### src/design/meter_reply_frame_parser_unit_defines.svh
// assertion macros for the meter reply frame parser
// used by the top level; needs nothing else
`ifndef METER_REPLY_FRAME_PARSER_UNIT_DEFINES_SVH
`define METER_REPLY_FRAME_PARSER_UNIT_DEFINES_SVH

// same-cycle implication
`define MRFP_ASSERT_IMP(label, clk, rst_n, ante, cons) \
	label: assert property (@(posedge clk) disable iff (!rst_n) (ante) |-> (cons)) \
		else $error("mrfp assertion failed");

// next-cycle implication
`define MRFP_ASSERT_NXT(label, clk, rst_n, ante, cons) \
	label: assert property (@(posedge clk) disable iff (!rst_n) (ante) |=> (cons)) \
		else $error("mrfp assertion failed");

`endif

### src/design/mrfp_pkg.sv
// constants, types and weight table of the meter reply frame parser
// no dependencies
`default_nettype none

package mrfp_pkg;

	localparam int MAX_VALUE_BYTES = 4;
	localparam int VIDX_W = (MAX_VALUE_BYTES > 1) ? $clog2(MAX_VALUE_BYTES) : 1;
	localparam int POS_W = 9;
	localparam int SIZE_W = POS_W + 1;
	localparam int MAG_W = 28;
	localparam int ADDR_W = 48;
	localparam int ADDR_BYTES = 6;

	localparam logic [7:0] START_BYTE = 8'h68;
	localparam logic [7:0] CTRL_READ_REPLY = 8'h91;
	localparam logic [7:0] STOP_BYTE = 8'h16;
	localparam logic [7:0] DATA_OFFSET = 8'h33;
	localparam logic [7:0] PREAMBLE_BYTE = 8'hFE;
	localparam logic [7:0] SIGN_CLEAR = 8'h7F;
	localparam logic [ADDR_W-1:0] ANY_ADDRESS = 48'hAAAA_AAAA_AAAA;

	localparam logic [POS_W-1:0] POS_MAX = 9'd511;
	localparam logic [POS_W-1:0] POS_START0 = 9'd0;
	localparam logic [POS_W-1:0] POS_ADDR_FIRST = 9'd1;
	localparam logic [POS_W-1:0] POS_ADDR_LAST = 9'd6;
	localparam logic [POS_W-1:0] POS_START1 = 9'd7;
	localparam logic [POS_W-1:0] POS_CTRL = 9'd8;
	localparam logic [POS_W-1:0] POS_LEN = 9'd9;
	localparam logic [POS_W-1:0] POS_VALUE = 9'd14;

	localparam logic [SIZE_W-1:0] MIN_FRAME = 10'd13;
	localparam logic [SIZE_W-1:0] ID_BYTES = 10'd4;
	localparam logic [SIZE_W-1:0] LEN_TO_SIZE = 10'd10;
	localparam logic [SIZE_W-1:0] LEN_MAX = SIZE_W'(4 + MAX_VALUE_BYTES);

	typedef enum logic [1:0] {
		ST_OK = 2'd0,
		ST_MALFORMED = 2'd1,
		ST_ADDR_MISMATCH = 2'd2,
		ST_LENGTH_ERR = 2'd3
	} status_t;

	typedef logic [MAG_W-1:0] weight_arr_t [MAX_VALUE_BYTES];

	function automatic weight_arr_t calc_weights();
		weight_arr_t w;
		logic [MAG_W-1:0] acc;
		acc = MAG_W'(1);
		for (int i = 0; i < MAX_VALUE_BYTES; i++) begin
			w[i] = acc;
			acc = MAG_W'(acc * MAG_W'(100));
		end
		return w;
	endfunction

	// weight of value byte k is 100**k, modulo the magnitude width
	localparam weight_arr_t DIGIT_WEIGHT = calc_weights();

	typedef struct packed {
		logic in_use;
		logic is_top;
		logic sign;
		logic [MAG_W-1:0] term;
	} value_term_t;

endpackage

`default_nettype wire

### src/design/mrfp_rx_if.sv
// byte input channel of the meter reply frame parser
// no dependencies
`default_nettype none

interface mrfp_rx_if;
	logic valid;
	logic ready;
	logic [7:0] rx_byte;
	logic frame_end;

	modport source (output valid, output rx_byte, output frame_end, input ready);
	modport sink (input valid, input rx_byte, input frame_end, output ready);
endinterface

`default_nettype wire

### src/design/mrfp_result_if.sv
// result channel of the meter reply frame parser
// depends on mrfp_pkg
`default_nettype none

interface mrfp_result_if;
	import mrfp_pkg::*;
	logic valid;
	logic ready;
	logic [1:0] status;
	logic [MAG_W-1:0] value_magnitude;
	logic value_negative;

	modport source (output valid, output status, output value_magnitude,
		output value_negative, input ready);
	modport sink (input valid, input status, input value_magnitude,
		input value_negative, output ready);
endinterface

`default_nettype wire

### src/design/mrfp_value_term.sv
// weighted binary term of one value byte: offset removal, sign strip, bcd pair
// depends on mrfp_pkg
`default_nettype none

module mrfp_value_term (
	input  logic [7:0]                 rx_byte,
	input  logic [mrfp_pkg::POS_W-1:0] pos,
	input  logic [7:0]                 length_byte,
	output mrfp_pkg::value_term_t      vt
);
	import mrfp_pkg::*;

	logic [7:0] v;
	logic [7:0] vc;
	logic [7:0] pair;
	logic [POS_W-1:0] k;
	logic [SIZE_W-1:0] k_ext;
	logic [SIZE_W-1:0] len_ext;
	logic in_slot;

	always_comb begin
		v = rx_byte - DATA_OFFSET;
		k = pos - POS_VALUE;
		k_ext = {1'b0, k} + ID_BYTES;
		len_ext = {2'b00, length_byte};
		in_slot = (pos >= POS_VALUE) && (k < POS_W'(MAX_VALUE_BYTES));
		vt.in_use = in_slot && (k_ext < len_ext);
		vt.is_top = in_slot && ((k_ext + SIZE_W'(1)) == len_ext);
		vt.sign = v[7];
		vc = vt.is_top ? (v & SIGN_CLEAR) : v;
		pair = ({4'b0000, vc[7:4]} * 8'd10) + {4'b0000, vc[3:0]};
		vt.term = vt.in_use
			? MAG_W'({(MAG_W-8)'(0), pair} * DIGIT_WEIGHT[k[VIDX_W-1:0]])
			: '0;
	end

endmodule

`default_nettype wire

### src/design/meter_reply_frame_parser_unit.sv
// top level of the meter reply frame parser: input stage, frame state, result register
// depends on mrfp_pkg, mrfp_rx_if, mrfp_result_if, mrfp_value_term and the defines header
//
// channel  dir  handshake      payload
// rx       in   valid/ready    rx_byte[7:0], frame_end
// result   out  valid/ready    status[1:0], value_magnitude[27:0], value_negative
// cfg      in   cfg_wr_en      cfg_wr_data[47:0] (meter address)
//
// one byte per cycle sustained while rx is not stalled; a byte is registered in the input
// stage and then updates the frame state; a frame-end byte also loads the result register
// the value is accumulated as each value byte arrives, one multiply per byte
// arst_n clears the frame state and sets the address to the wildcard
// rx stalls only while a frame-end byte waits behind a full, stalled result register
`default_nettype none
`include "meter_reply_frame_parser_unit_defines.svh"

module meter_reply_frame_parser_unit (
	input  logic                        clk,
	input  logic                        arst_n,
	input  logic                        cfg_wr_en,
	input  logic [mrfp_pkg::ADDR_W-1:0] cfg_wr_data,
	mrfp_rx_if.sink                     rx,
	mrfp_result_if.source               result
);
	import mrfp_pkg::*;

	logic valid_s1;
	logic [7:0] rx_byte_s1;
	logic frame_end_s1;

	logic [ADDR_W-1:0] address_q;
	logic [POS_W-1:0] pos_q;
	logic in_preamble_q;
	logic header_bad_q;
	logic address_bad_q;
	logic [7:0] length_q;
	logic [MAG_W-1:0] acc_q;
	logic neg_q;

	logic out_valid_q;
	status_t out_status_q;
	logic [MAG_W-1:0] out_mag_q;
	logic out_neg_q;

	logic stall;
	logic advance;
	logic is_pre;
	logic take;
	logic [SIZE_W-1:0] size;
	logic [SIZE_W-1:0] len_ext;
	logic [2:0] addr_idx;
	logic [7:0] addr_byte;
	logic [POS_W-1:0] pos_n;
	logic header_bad_n;
	logic address_bad_n;
	logic [7:0] length_n;
	logic [MAG_W-1:0] acc_n;
	logic neg_n;
	status_t status_n;
	value_term_t vt;

	assign stall = valid_s1 && frame_end_s1 && out_valid_q && !result.ready;
	assign advance = valid_s1 && !stall;
	assign rx.ready = !stall;

	mrfp_value_term u_value_term (
		.rx_byte     (rx_byte_s1),
		.pos         (pos_q),
		.length_byte (length_q),
		.vt          (vt)
	);

	always_comb begin
		is_pre = in_preamble_q && (rx_byte_s1 == PREAMBLE_BYTE);
		take = !is_pre;
		size = take ? ({1'b0, pos_q} + SIZE_W'(1)) : '0;
		addr_idx = 3'(pos_q - POS_ADDR_FIRST);
		addr_byte = address_q[8*addr_idx +: 8];

		header_bad_n = header_bad_q;
		address_bad_n = address_bad_q;
		length_n = length_q;
		acc_n = acc_q;
		neg_n = neg_q;
		pos_n = pos_q;
		if (take) begin
			if ((pos_q == POS_START0 || pos_q == POS_START1) && rx_byte_s1 != START_BYTE) begin
				header_bad_n = 1'b1;
			end
			if (pos_q == POS_CTRL && rx_byte_s1 != CTRL_READ_REPLY) begin
				header_bad_n = 1'b1;
			end
			if (pos_q >= POS_ADDR_FIRST && pos_q <= POS_ADDR_LAST &&
				address_q != ANY_ADDRESS && rx_byte_s1 != addr_byte) begin
				address_bad_n = 1'b1;
			end
			if (pos_q == POS_LEN) begin
				length_n = rx_byte_s1;
			end
			acc_n = acc_q + vt.term;
			if (vt.is_top) begin
				neg_n = vt.sign;
			end
			if (pos_q != POS_MAX) begin
				pos_n = pos_q + POS_W'(1);
			end
		end

		len_ext = {2'b00, length_n};
		if (size < MIN_FRAME || header_bad_n || rx_byte_s1 != STOP_BYTE) begin
			status_n = ST_MALFORMED;
		end else if (address_bad_n) begin
			status_n = ST_ADDR_MISMATCH;
		end else if (len_ext <= ID_BYTES || len_ext > LEN_MAX ||
			(len_ext + LEN_TO_SIZE) >= size) begin
			status_n = ST_LENGTH_ERR;
		end else begin
			status_n = ST_OK;
		end
	end

	always_ff @(posedge clk or negedge arst_n) begin
		if (!arst_n) begin
			valid_s1 <= 1'b0;
		end else if (rx.ready) begin
			valid_s1 <= rx.valid;
		end
	end

	always_ff @(posedge clk) begin
		if (rx.valid && rx.ready) begin
			rx_byte_s1 <= rx.rx_byte;
			frame_end_s1 <= rx.frame_end;
		end
	end

	always_ff @(posedge clk or negedge arst_n) begin
		if (!arst_n) begin
			address_q <= ANY_ADDRESS;
		end else if (cfg_wr_en) begin
			address_q <= cfg_wr_data;
		end
	end

	always_ff @(posedge clk or negedge arst_n) begin
		if (!arst_n) begin
			pos_q <= '0;
			in_preamble_q <= 1'b1;
			header_bad_q <= 1'b0;
			address_bad_q <= 1'b0;
			length_q <= '0;
			acc_q <= '0;
			neg_q <= 1'b0;
		end else if (advance) begin
			if (frame_end_s1) begin
				pos_q <= '0;
				in_preamble_q <= 1'b1;
				header_bad_q <= 1'b0;
				address_bad_q <= 1'b0;
				length_q <= '0;
				acc_q <= '0;
				neg_q <= 1'b0;
			end else begin
				pos_q <= pos_n;
				in_preamble_q <= is_pre;
				header_bad_q <= header_bad_n;
				address_bad_q <= address_bad_n;
				length_q <= length_n;
				acc_q <= acc_n;
				neg_q <= neg_n;
			end
		end
	end

	always_ff @(posedge clk or negedge arst_n) begin
		if (!arst_n) begin
			out_valid_q <= 1'b0;
		end else if (advance && frame_end_s1) begin
			out_valid_q <= 1'b1;
		end else if (result.ready) begin
			out_valid_q <= 1'b0;
		end
	end

	always_ff @(posedge clk) begin
		if (advance && frame_end_s1) begin
			out_status_q <= status_n;
			out_mag_q <= (status_n == ST_OK) ? acc_n : '0;
			out_neg_q <= (status_n == ST_OK) ? neg_n : 1'b0;
		end
	end

	assign result.valid = out_valid_q;
	assign result.status = out_status_q;
	assign result.value_magnitude = out_mag_q;
	assign result.value_negative = out_neg_q;

	`MRFP_ASSERT_NXT(a_result_after_end, clk, arst_n, advance && frame_end_s1, out_valid_q)
	`MRFP_ASSERT_IMP(a_zero_on_error, clk, arst_n, out_valid_q && out_status_q != ST_OK, out_mag_q == '0 && !out_neg_q)
	`MRFP_ASSERT_IMP(a_preamble_clean, clk, arst_n, in_preamble_q, pos_q == '0 && !header_bad_q && !address_bad_q)
	`MRFP_ASSERT_IMP(a_stall_cause, clk, arst_n, !rx.ready, valid_s1 && frame_end_s1 && out_valid_q)

endmodule

`default_nettype wire
### src/flat_wrapper.sv
// flat-port wrapper written by rule: the top's interface ports become plain ports
module meter_reply_frame_parser_unit_flat import mrfp_pkg::*;
  (clk, arst_n, cfg_wr_en, cfg_wr_data, rx_valid, rx_rx_byte, rx_frame_end, rx_ready, result_valid, result_status, result_value_magnitude, result_value_negative, result_ready);
  mrfp_rx_if rx_i ();
  mrfp_result_if result_i ();
  input  logic clk;
  input  logic arst_n;
  input  logic cfg_wr_en;
  input  logic [mrfp_pkg::ADDR_W-1:0] cfg_wr_data;
  input wire logic [$bits(rx_i.valid)-1:0] rx_valid;
  input wire logic [$bits(rx_i.rx_byte)-1:0] rx_rx_byte;
  input wire logic [$bits(rx_i.frame_end)-1:0] rx_frame_end;
  output wire logic [$bits(rx_i.ready)-1:0] rx_ready;
  output wire logic [$bits(result_i.valid)-1:0] result_valid;
  output wire logic [$bits(result_i.status)-1:0] result_status;
  output wire logic [$bits(result_i.value_magnitude)-1:0] result_value_magnitude;
  output wire logic [$bits(result_i.value_negative)-1:0] result_value_negative;
  input wire logic [$bits(result_i.ready)-1:0] result_ready;
  assign rx_i.valid = rx_valid;
  assign rx_i.rx_byte = rx_rx_byte;
  assign rx_i.frame_end = rx_frame_end;
  assign rx_ready = rx_i.ready;
  assign result_valid = result_i.valid;
  assign result_status = result_i.status;
  assign result_value_magnitude = result_i.value_magnitude;
  assign result_value_negative = result_i.value_negative;
  assign result_i.ready = result_ready;
  meter_reply_frame_parser_unit u_core (.clk(clk), .arst_n(arst_n), .cfg_wr_en(cfg_wr_en), .cfg_wr_data(cfg_wr_data), .rx(rx_i), .result(result_i));
endmodule
### config.mk
export PLATFORM = sky130hd
export DESIGN_NAME = meter_reply_frame_parser_unit_flat
export DESIGN_NICKNAME = d
export VERILOG_FILES = /design/src/design/mrfp_pkg.sv /design/src/design/mrfp_rx_if.sv /design/src/design/mrfp_result_if.sv /design/src/design/mrfp_value_term.sv /design/src/design/meter_reply_frame_parser_unit.sv /design/src/flat_wrapper.sv
export VERILOG_INCLUDE_DIRS = /design/src /design/src/design
export SDC_FILE = /design/constraint.sdc
export NUM_CORES = 1
export LEC_CHECK = 0
export ABC_AREA = 1
export BUFFER_PORTS_ARGS = -buffer_cell sky130_fd_sc_hd__clkbuf_2
export CORE_ASPECT_RATIO = 1.2
export CORE_MARGIN = 5
export CORE_UTILIZATION = 35
export DETAILED_ROUTE_END_ITERATION = 16
export HOLD_SLACK_MARGIN = 0.02
export PLACE_DENSITY = 0.56
export SETUP_SLACK_MARGIN = 0.5
export SLEW_MARGIN = 20
export SYNTH_ARGS = -nofsm -noshare
export SYNTH_HDL_FRONTEND = slang
export SYNTH_SLANG_ARGS = --single-unit
### constraint.sdc
create_clock -name clk -period 10.3 [get_ports clk]
set_clock_uncertainty 0.15 [all_clocks]
set_input_delay 0.515 -clock clk [delete_from_list [all_inputs] [get_ports clk]]
set_output_delay 0.515 -clock clk [all_outputs]
set_load 0.1 [all_outputs]
==> qor.yml, run 1 <==
layout:
  final_cell_area_sq_um: 15700
  insertedDiodeCount: 0
  final_cell_count_no_fill: 2364
  fin_nets: 2142
  area_growth_pct: 17.4
  layout-drive-gt1-share: 0.187
  multi_input_area_sq_um: 8790
  final.fill_count: 3916
  regArea_sq_um: 3710
worst_hold_path:
  worstHoldPathType: "in -> reg"
  hold_path_depth: 1
clock_network:
  h-tree-depth: 4
  clk-insertion-delay-late_ps: 440
  cts_root_buffer: "sky130_fd_sc_hd__clkbuf_16"
  numClockSinks: 139
  cts_buffers: 17
  clock_path_buffers: 2
  clock_tree_from_tritoncts: "done"
  clk_pin_slew_ps: 60
detailed_routing:
  ant_nets: 0
  routedWlPerCell_microns: 16.4
  drt_pass1_iterations: 5
  dr_total_vias: 11937
  initialDrtViolationCount: 589
  drc: 0
  finalWirelength_microns: 38800
  post_drt_via_cell_ratio: 5.05
worst_setup_path:
  r2r_end: "u_core.result.value_magnitude[27]"
  kind_of_start_point_of_the_critical_path: "register"
  criticalPathCategory: "reg -> reg"
  setup.reg_to_reg.worst_slack_ps: 930
  crit_slowest_cell: "sky130_fd_sc_hd__fa_1"
  worst-path-max-fanout: 5
  critical_path.endpoint_type: "register"
  timing.critical_path.arrival_ps: 9400
  worst_ep_required_time_ps: 10330
  r2r-start: "u_core.pos_q[1]"
  crit_end: "u_core.result.value_magnitude[27]"
  critPathMaxStageDelay_ps: 550
  crit_path_start: "u_core.pos_q[1]"
  r2r_cell_count: 53
  critPathMostFrequentCell: "sky130_fd_sc_hd__nand2_1"
sta:
  timing.fmax_ghz: 0.107
  slew_headroom: 0.337
  finalHoldViolations: 0
  worst-slew-pin-transition_ps: 993
  grt_setup_unrepaired: "false"
  post-route-min-period_ps: 9370
  finalSetupViolCount: 0
  slew_viol_final: 0
  post-route-period-util: 0.910
synth:
  synth-edff-count: 40
  post_synth_instance_area_sq_um: 13400
  synth_warnings: 0
  gate_count_post_synth: 1763
  complex_gate_fraction_of_the_synthesized_area: 0.130
  post_synth_xor_area_fraction: 0.0280
  ys_async_sr_fraction: 0.712
  share_of_the_synthesized_area_in_the_top_cell_type: 0.138
  synth_cell_types: 53
  synth_ff_type: "sky130_fd_sc_hd__dfrtp_1"
  synth.mux.area_fraction: 0.0108
  synth-seq-cells: 139
  synth_commonest_cells: "sky130_fd_sc_hd__nand2_1, sky130_fd_sc_hd__inv_1, sky130_fd_sc_hd__o21ai_0"
  post-synth-top-count-cell: "sky130_fd_sc_hd__nand2_1"
  synth-adder-area-share: 0.230
  dominant_combinational_cell_family_by_area_after_synthesis: "adder cells"
  synth_seq_area_share: 0.277
  synth_fp_nets: 2034
  basic_gate_share_of_the_synthesized_area_counting_and_or_nand_and_nor_cells: 0.216
  synth_top_cells_by_area: "sky130_fd_sc_hd__dfrtp_1, sky130_fd_sc_hd__ha_1, sky130_fd_sc_hd__fa_1"
  synth_area_per_cell_sq_um: 7.61
  netlist.top_cell.by_area: "sky130_fd_sc_hd__dfrtp_1"
place:
  numPlacedInstances: 2311
  dpl-instance-area_sq_um: 14400
  place_congestion: 0.926
  place_hpwl_microns: 30700
  port_buffers: 94
power_and_ir_drop:
  power_frac_seq: 0.165
  clock_power_share: 0.163
  power.share.combinational: 0.672
  vdd_ir_drop_max_mv: 0.195
  p_switching_w: 0.00189
  power.internal_w: 0.00194
  power.leakage_nw: 7.70
  sw_frac_of_total: 0.493
  power-per-cell-area_nw_per_um2: 244
grt:
  first_global_vias: 12208
  largest_net_degree_at_the_start_of_global_routing: 85
  antenna_found_initial: 0
  first_pass_grt_wire_length_microns: 61800
  grt_use_total: 0.183
  grt_overflow: 0
floorplan:
  placeable_core_region_sq_um: 37900
  die-area_sq_um: 42300
  chipHeight_microns: 224
  fp.dieW_microns: 189
  floorplan.io_pins: 95
  start_util: 0.354
  row_count: 78
status:
  status: "complete, no violations"
job:
  timing.max_cap.violations: 0
state kept, by name, summed over array words and instances (netlist names), 2 cells and up:
signal,cells
u_core.pos_q,9
u_core.length_q,8
u_core.rx_byte_s1,8
u_core.address_q,48
u_core.result.value_magnitude,28
u_core.acc_q,28
u_core.result.status,2
critical path, delay by kind of cell, from the launching register on:
kind                       cells  cell delay (ps)
DFF                            1              430
buffers and inverters          9              940
adders and majority gates     10             3800
AOI/OAI and AO/OA              9             1240
xor gates and xnor gates       1              210
and+or+nand+nor               24             2340
repair_timing:
item	4_1_cts	5_1_grt
endpoints found under the hold margin	33	0
setup endpoints to repair	23	28
pin swaps	5	38
buffers inserted	12	8
resized for setup	22	124
hold buffers	1	0
cell usage in the layout (no fill, tap or decap), drive strengths merged, types with 4 or more instances in the layout:
master,n
a21oi,87
nand3,82
nor4,9
mux2,12
o21ai,169
o211ai,4
o22ai,24
dfrtp,74
nor2,173
inv,328
xnor2,7
o21bai,4
a31oi,8
or2,13
nor3,12
fa,62
o21a,6
a21boi,4
nand2,331
ha,147
a21o,8
dfstp,25
xor2,35
edfxtp,40
clkinv,7
clkbuf,116
nand4,35
buf,41
per-stage QoR:
stage | util | setup TNS [ps] | setup slack, ps | hold WS [ps] | total power (W)
detailed placement | 0.381 | -129 | -60.3 | 323 | 0.00284
global route | 0.416 | 0 | 402 | 76.7 | 0.00423
CTS | 0.401 | 0 | 500 | 76.2 | 0.00357
floorplan | - | 0 | 626 | 69.4 | 0.00227
global placement | 0.381 | 0 | 192 | 313 | 0.00281
finish | 0.416 | 0 | 932 | 100 | 0.00383
logic make-up (layout without fill, tap and decap cells):
logic type               count (synthesis)  in the layout
AO/OA/AOI/OAI                          321            321
XOR/XNOR                                42             42
adder cells (fa/ha/maj)                209            209
buffers and inverters                  376            497
flip-flops                             139            139
multiplexers                            13             13
AND/OR/NAND/NOR                        663            663
routing by layer:
metal / part of all wire / GRT usage
met1: 0.39 / 0.198
met2: 0.52 / 0.346
met3: 0.033 / 0.0272
met4: 0.050 / 0.0948
met5: 0 / 0
power groups by stage:
stage / Sequential (W) / Clock [W] / Combinational, W
2_1_floorplan: 0.000668 / 0 / 0.00160
3_3_place_gp: 0.000640 / 0 / 0.00217
3_5_place_dp: 0.000641 / 0 / 0.00220
4_1_cts: 0.000631 / 0.000641 / 0.00230
5_1_grt: 0.000636 / 0.000666 / 0.00293
6_report: 0.000633 / 0.000627 / 0.00258
layout make-up:
class | instances | share of cell area
Clock buffer | 23 | 0.0332
Clock inverter | 9 | 0.00501
Inverter | 330 | 0.0793
Multi-Input combinational cell | 1248 | 0.558
Sequential cell | 139 | 0.236
Tap cell | 480 | 0.0382
Timing Repair Buffer | 135 | 0.0500
worst min path at each step:
stage,startpoint,slack (ps),end
2_1_floorplan,arst_n,70,u_core.acc_q[0]
5_1_grt,rx_rx_byte[7],80,u_core.rx_byte_s1[7]
3_5_place_dp,u_core.acc_q[27],320,u_core.acc_q[27]
6_report,rx_rx_byte[0],100,u_core.rx_byte_s1[0]
3_3_place_gp,u_core.neg_q,310,u_core.neg_q
4_1_cts,rx_rx_byte[5],80,u_core.rx_byte_s1[5]
(Power assumes the default switching activity.)
==> run 2, diff against run 1 <==
--- a/config.mk
+++ b/config.mk
@@ -13,7 +13,7 @@
 export CORE_UTILIZATION = 35
 export DETAILED_ROUTE_END_ITERATION = 16
 export HOLD_SLACK_MARGIN = 0.02
-export PLACE_DENSITY = 0.56
+export PLACE_DENSITY = 0.54
 export SETUP_SLACK_MARGIN = 0.5
 export SLEW_MARGIN = 20
 export SYNTH_ARGS = -nofsm -noshare
==> constraint.sdc (replaced) <==
create_clock -name clk -period 9 [get_ports clk]
set_clock_uncertainty 0.15 [all_clocks]
set_input_delay 0.45 -clock clk [delete_from_list [all_inputs] [get_ports clk]]
set_output_delay 0.45 -clock clk [all_outputs]
set_load 0.1 [all_outputs]
==> run 2 against run 1 <==
  * The run now ends with setup timing left
  * Critical endpoint is now u_core.result.value_magnitude[21]
  * Non-clock buffer count grew 198
  * Final area grew 15%
  * Final cell count grew 8.3%
  * Core utilization grew 6.4 points
  * Maximum frequency grew 0.79%
  * Largest power group unchanged
  * Largest cell class unchanged
  * Combinational power grew 60%
  * Count of clock-buffer cells in the layout shrank 2
==> qor.yml, run 2 (synthesis results as in run 1) <==
status:
  status: "complete, but fails checks"
  failed_checks: "setup timing"
detailed_routing:
  drc: 0  # unchanged
  finalWirelength_microns: 41900  # +8.1%
  routedWlPerCell_microns: 16.4  # -0.20%
  post_drt_via_cell_ratio: 4.94  # -2.2%
  initialDrtViolationCount: 493  # -16%
  drt_pass1_iterations: 6  # +1
  dr_total_vias: 12651  # +6.0%
  ant_nets: 0  # unchanged
power_and_ir_drop:
  power_frac_seq: 0.129  # -0.036
  power-per-cell-area_nw_per_um2: 307  # +26%
  power.share.combinational: 0.740  # +0.068
  sw_frac_of_total: 0.455  # -0.0383
  p_switching_w: 0.00254  # +34%
  vdd_ir_drop_max_mv: 0.309  # +59%
  power.internal_w: 0.00304  # +56%
  clock_power_share: 0.131  # -0.032
  power.leakage_nw: 8.95  # +16%
  post-layout-total-power_w: 0.00558  # +45%
worst_setup_path:
  worst_ep_required_time_ps: 9030  # -1300 ps
  critical_path.endpoint_type: "register"
  critPathMaxStageDelay_ps: 550  # about the same
  critPathMostFrequentCell: "sky130_fd_sc_hd__ha_4"
  crit_slowest_cell: "sky130_fd_sc_hd__fa_2"
  criticalPathCategory: "reg -> reg"
  timing.critical_path.arrival_ps: 9320  # -80 ps
  kind_of_start_point_of_the_critical_path: "register"
  worst-path-max-fanout: 5  # unchanged
worst_hold_path:
  worstHoldPathType: "in -> reg"
layout:
  layout-drive-gt1-share: 0.323  # +0.137
  largest_register_ff_count: 48  # unchanged
  registers.top_by_ff_count: "u_core.address_q"
  mostFrequentLayoutCells: "sky130_fd_sc_hd__inv_1, sky130_fd_sc_hd__nand2_1, sky130_fd_sc_hd__buf_4"
  insertedDiodeCount: 0  # unchanged
  final_common_cell: "sky130_fd_sc_hd__inv_1"
  fin_nets: 2340  # +9.2%
  area_growth_pct: 35.4
clock_network:
  numClockSinks: 139  # unchanged
  clock_path_buffers: 2  # unchanged
  cts_buffers: 17  # unchanged
  clk_pin_slew_ps: 60  # about the same
  clock_tree_from_tritoncts: "done"
  h-tree-depth: 4  # unchanged
  clk-insertion-delay-late_ps: 440  # about the same
  cts_root_buffer: "sky130_fd_sc_hd__clkbuf_16"
place:
  place_congestion: 0.963  # +4.0%
  place_hpwl_microns: 33200  # +8.1%
  port_buffers: 94  # unchanged
grt:
  antenna_found_initial: 0  # unchanged
  first_pass_grt_wire_length_microns: 67300  # +9.0%
  grt_overflow: 0  # unchanged
  largest_net_degree_at_the_start_of_global_routing: 85  # unchanged
  first_global_vias: 13270  # +8.7%
  grt_use_total: 0.198  # +0.0153
sta:
  worst-slew-pin-transition_ps: 1020  # +26.7 ps
  slew_viol_final: 0  # unchanged
  grt_setup_unrepaired: "true"
  hold_slack_ps: 48.2  # -52.1 ps
  post-route-period-util: 1.03  # +0.123
  finalSetupViolCount: 14  # +14
  post-route-min-period_ps: 9290  # -73.8 ps
  slew_headroom: 0.319  # -0.0179
  timing.fmax_ghz: 0.108  # +0.79%
  finalHoldViolations: 0  # unchanged
  finalWorstSetupSlack_ps: -294  # -1230 ps
  setup-tns-final_ps: -1950  # -1950 ps
floorplan:
  die-area_sq_um: 42300  # unchanged
  start_util: 0.354  # unchanged
  chipHeight_microns: 224  # unchanged
  row_count: 78  # unchanged
  fp.dieW_microns: 189  # unchanged
  placeable_core_region_sq_um: 37900  # unchanged
  floorplan.io_pins: 95  # unchanged
job:
  timing.max_cap.violations: 0  # unchanged
## run 2: cell count changes in the layout (fill, tap and decap cells not counted), moves of 13 or more
cell / previous run / this run
sky130_fd_sc_hd__o21ai_2: 5 / 20
sky130_fd_sc_hd__o21ai_0: 148 / 120
sky130_fd_sc_hd__nand2_1: 313 / 290
sky130_fd_sc_hd__inv_1: 313 / 297
sky130_fd_sc_hd__inv_2: 12 / 27
sky130_fd_sc_hd__a21oi_1: 72 / 53
sky130_fd_sc_hd__buf_4: 40 / 222
sky130_fd_sc_hd__o21ai_1: 14 / 27
sky130_fd_sc_hd__ha_4: 13 / 30
## run 2: power groups by stage
stage | sequential, W | clock (W) | combinational [W]
2_1_floorplan | 0.000765 | 0 | 0.00205
3_3_place_gp | 0.000728 | 0 | 0.00338
3_5_place_dp | 0.000729 | 0 | 0.00345
4_1_cts | 0.000719 | 0.000744 | 0.00375
5_1_grt | 0.000723 | 0.000773 | 0.00462
6_report | 0.000719 | 0.000730 | 0.00413
## run 2: final cells by class
type / instances / area (sq um)
Inverter: 330 / 1250
Clock buffer: 21 / 504
Clock inverter: 10 / 100
Multi-Input combinational cell: 1248 / 9630
Timing Repair Buffer: 333 / 2350
Tap cell: 480 / 601
Fill cell: 3709 / 19700
Sequential cell: 139 / 3710
## run 2: worst max-delay path: cells and delay by family, from the launching register on
family / cells / cell delay [ps]
buffers and inverters: 12 / 1090
xor gates and xnor gates: 1 / 140
AOI/OAI and AO/OA: 10 / 1520
adders and majority gates: 11 / 3870
DFF: 1 / 410
and+or+nand+nor: 18 / 1860
## run 2: what timing repair did
action	in CTS	in global routing
buffers inserted	23	17
endpoints found under the hold margin	43	0
hold buffers	2	0
gates cloned	0	0
pin swaps	75	83
gates resized for setup	166	146
endpoints found under the setup margin	38	40
## run 2: through the flow
stage | std cells | cell area (sq um) | util | worst slack, ps
6_report | 2561 | 18200 | 0.479 | -294
5_1_grt | 2561 | 18200 | 0.479 | -728
3_3_place_gp | 2488 | 16000 | 0.422 | -779
2_1_floorplan | 1763 | 13700 | - | 389
4_1_cts | 2544 | 17400 | 0.460 | -274
3_5_place_dp | 2488 | 16000 | 0.422 | -851
## run 2: path summary, 6_finish.rpt
check	start	cells after the start	slack [ps]	end
worst max-delay path	u_core.pos_q[1]	52	-290	u_core.result.value_magnitude[21]
worst min-delay path	rx_rx_byte[7]	1	50	u_core.rx_byte_s1[7]
worst max register to register	u_core.pos_q[1]	52	-290	u_core.result.value_magnitude[21]
worst min register to register	u_core.acc_q[27]	2	340	u_core.acc_q[27]
max in group asynchronous	arst_n	3	7020	u_core.pos_q[2]
min in group asynchronous	arst_n	2	450	u_core.acc_q[25]
## run 2: layer usage
layer / wire length, microns / track usage
met1: 15900 / 0.215
met2: 22800 / 0.382
met3: 1170 / 0.0241
met4: 2010 / 0.0929
met5: 0 / 0
==> run 3, diff against run 2 <==
--- a/config.mk
+++ b/config.mk
@@ -8,12 +8,14 @@
 export LEC_CHECK = 0
 export ABC_AREA = 1
 export BUFFER_PORTS_ARGS = -buffer_cell sky130_fd_sc_hd__clkbuf_2
+export CELL_PAD_IN_SITES_DETAIL_PLACEMENT = 2
+export CELL_PAD_IN_SITES_GLOBAL_PLACEMENT = 2
 export CORE_ASPECT_RATIO = 1.2
 export CORE_MARGIN = 5
 export CORE_UTILIZATION = 35
 export DETAILED_ROUTE_END_ITERATION = 16
 export HOLD_SLACK_MARGIN = 0.02
-export PLACE_DENSITY = 0.54
+export PLACE_DENSITY = 0.81
 export SETUP_SLACK_MARGIN = 0.5
 export SLEW_MARGIN = 20
 export SYNTH_ARGS = -nofsm -noshare
==> run 3 against run 2 <==
  * Final cell count up 2.4%
  * The run still ends with setup timing left
  * Sequential share of layout area down 1.4 points
  * Wire length up 140%
  * Setup slack worse by 2300 ps
  * Power up 49%
  * Critical endpoint is now u_core.result.value_magnitude[25]
  * Die area unchanged
  * Clock power up 11%
  * Core utilization up 3.6 points
  * Final area up 7.4%
  * Critical path type unchanged
  * Count of clock-buffer cells in the layout unchanged
==> qor.yml, run 3 (synthesis results as in run 1) <==
sta:
  worst-slew-pin-transition_ps: 969  # -50.5 ps
  setup-tns-final_ps: -70330  # -68380 ps
  slew_headroom: 0.352  # +0.0329
  post-route-period-util: 1.28  # +0.252
  post-route-min-period_ps: 11560  # +2270 ps
  finalWorstSetupSlack_ps: -2560  # -2270 ps
  grt_setup_unrepaired: "true"
  slew_viol_final: 0  # unchanged
  timing.fmax_ghz: 0.0865  # -20%
  finalHoldViolations: 0  # unchanged
  finalSetupViolCount: 40  # +26
job:
  timing.max_cap.violations: 0  # unchanged
power_and_ir_drop:
  power-per-cell-area_nw_per_um2: 425  # +38%
  vdd_ir_drop_max_mv: 0.295  # -4.6%
  power.leakage_nw: 9.42  # +5.2%
worst_setup_path:
  worst_ep_required_time_ps: 9050  # +20 ps
  kind_of_start_point_of_the_critical_path: "register"
  timing.critical_path.arrival_ps: 11610  # +2290 ps
  criticalPathCategory: "reg -> reg"
  crit_slowest_cell: "sky130_fd_sc_hd__fa_2"
  worst-path-max-fanout: 6  # +1
  critPathMaxStageDelay_ps: 600  # +50 ps
  critical_path.endpoint_type: "register"
grt:
  antenna_found_initial: 5  # +5
  first_pass_grt_wire_length_microns: 120000  # +78%
  first_global_vias: 18504  # +39%
  grt_overflow: 0  # unchanged
  largest_net_degree_at_the_start_of_global_routing: 85  # unchanged
  grt_use_total: 0.378  # +0.180
place:
  numPlacedInstances: 2481  # -0.28%
  port_buffers: 94  # unchanged
  place_congestion: 0.880  # -8.6%
  place_hpwl_microns: 45300  # +37%
floorplan:
  row_count: 78  # unchanged
  floorplan.io_pins: 95  # unchanged
  chipHeight_microns: 224  # unchanged
  fp.dieW_microns: 189  # unchanged
  die-area_sq_um: 42300  # unchanged
  placeable_core_region_sq_um: 37900  # unchanged
  start_util: 0.354  # unchanged
layout:
  area_growth_pct: 45.4
  final_common_cell: "sky130_fd_sc_hd__inv_1"
  final_core_utilization: 0.515  # +0.0356
  largest_register_ff_count: 48  # unchanged
  registers.top_by_ff_count: "u_core.address_q"
  final.fill_count: 4066  # +9.6%
  layout-drive-gt1-share: 0.401  # +0.0780
  mostFrequentLayoutCells: "sky130_fd_sc_hd__inv_1, sky130_fd_sc_hd__nand2_1, sky130_fd_sc_hd__buf_4"
  final_cell_count_no_fill: 2623  # +2.4%
  fin_nets: 2398  # +2.5%
worst_hold_path:
  worstHoldPathType: "in -> reg"
detailed_routing:
  routedWlPerCell_microns: 38.8  # +140%
  drt_pass1_iterations: 5  # -1
  post_drt_via_cell_ratio: 6.41  # +30%
  initialDrtViolationCount: 1303  # +160%
  drc: 0  # unchanged
  finalWirelength_microns: 102000  # +140%
  dr_total_vias: 16822  # +33%
  ant_nets: 0  # unchanged
clock_network:
  clk-insertion-delay-late_ps: 480  # +40 ps
  clock_tree_from_tritoncts: "done"
  h-tree-depth: 4  # unchanged
  clock_path_buffers: 2  # unchanged
  numClockSinks: 139  # unchanged
  cts_buffers: 17  # unchanged
  clk_pin_slew_ps: 80  # +20 ps
  cts_root_buffer: "sky130_fd_sc_hd__clkbuf_16"
status:
  failed_checks: "setup timing"
  status: "complete, but fails checks"
run 3: critical path, delay by kind of cell, from the launching register on:
family | cells | cell delay (ps)
adder cells (fa/ha/maj) | 9 | 3570
buffers and inverters | 21 | 3070
AND/OR/NAND/NOR | 22 | 2640
AO/OA/AOI/OAI | 6 | 1120
flip-flops | 1 | 460
XOR/XNOR | 1 | 250
run 3: final timing paths:
path	start	end	slack, ps	cells past startpoint
worst min register to register	u_core.address_q[1]	u_core.address_q[1]	380	2
max in group asynchronous	arst_n	u_core.pos_q[1]	6830	3
worst min-delay path	rx_rx_byte[1]	u_core.rx_byte_s1[1]	40	1
min in group asynchronous	arst_n	u_core.acc_q[17]	480	2
worst max register to register	u_core.pos_q[3]	u_core.result.value_magnitude[25]	-2560	59
worst max-delay path	u_core.pos_q[3]	u_core.result.value_magnitude[25]	-2560	59
run 3: layer usage:
metal | share of wire | up-vias | global-route usage
li1 | - | 6445 | -
met1 | 0.30 | 8253 | 0.350
met2 | 0.48 | 1282 | 0.707
met3 | 0.087 | 838 | 0.0776
met4 | 0.14 | 4 | 0.318
met5 | 0.00028 | - | 0
run 3: per-stage QoR:
stage	total power, W	hold slack (ps)	instance area (sq um)	worst slack, ps
floorplan	0.00282	4.41	13700	389
global placement	0.00406	313	15900	-608
detailed placement	0.00446	330	15900	-1360
CTS	0.00609	22.5	18200	-460
global route	0.00833	23.4	19500	-2560
finish	0.00829	37.3	19500	-2560
run 3: where the power goes:
part | internal [W] | switching (W)
sequential | 0.000696 | 0.0000397
clock | 0.000443 | 0.000366
combinational | 0.00244 | 0.00430
total | 0.00358 | 0.00471
run 3: cell type report:
type | instances | area (sq um) | area share
tap | 480 | 601 | 0.0308
antenna | 3 | 7.51 | 0.000385
clock buffer | 21 | 480 | 0.0246
inverter | 330 | 1260 | 0.0645
sequential | 139 | 3710 | 0.190
timing repair buffer | 391 | 2930 | 0.150
clock inverter | 11 | 129 | 0.00661
multi-input combinational | 1248 | 10400 | 0.532
run 3: timing repair:
action / CTS / global route
buffers inserted: 50 / 50
resized for setup: 309 / 220
setup endpoints to repair: 40 / 42
hold endpoints to repair: 42 / 0
pin swaps: 98 / 112
hold buffers: 6 / 0
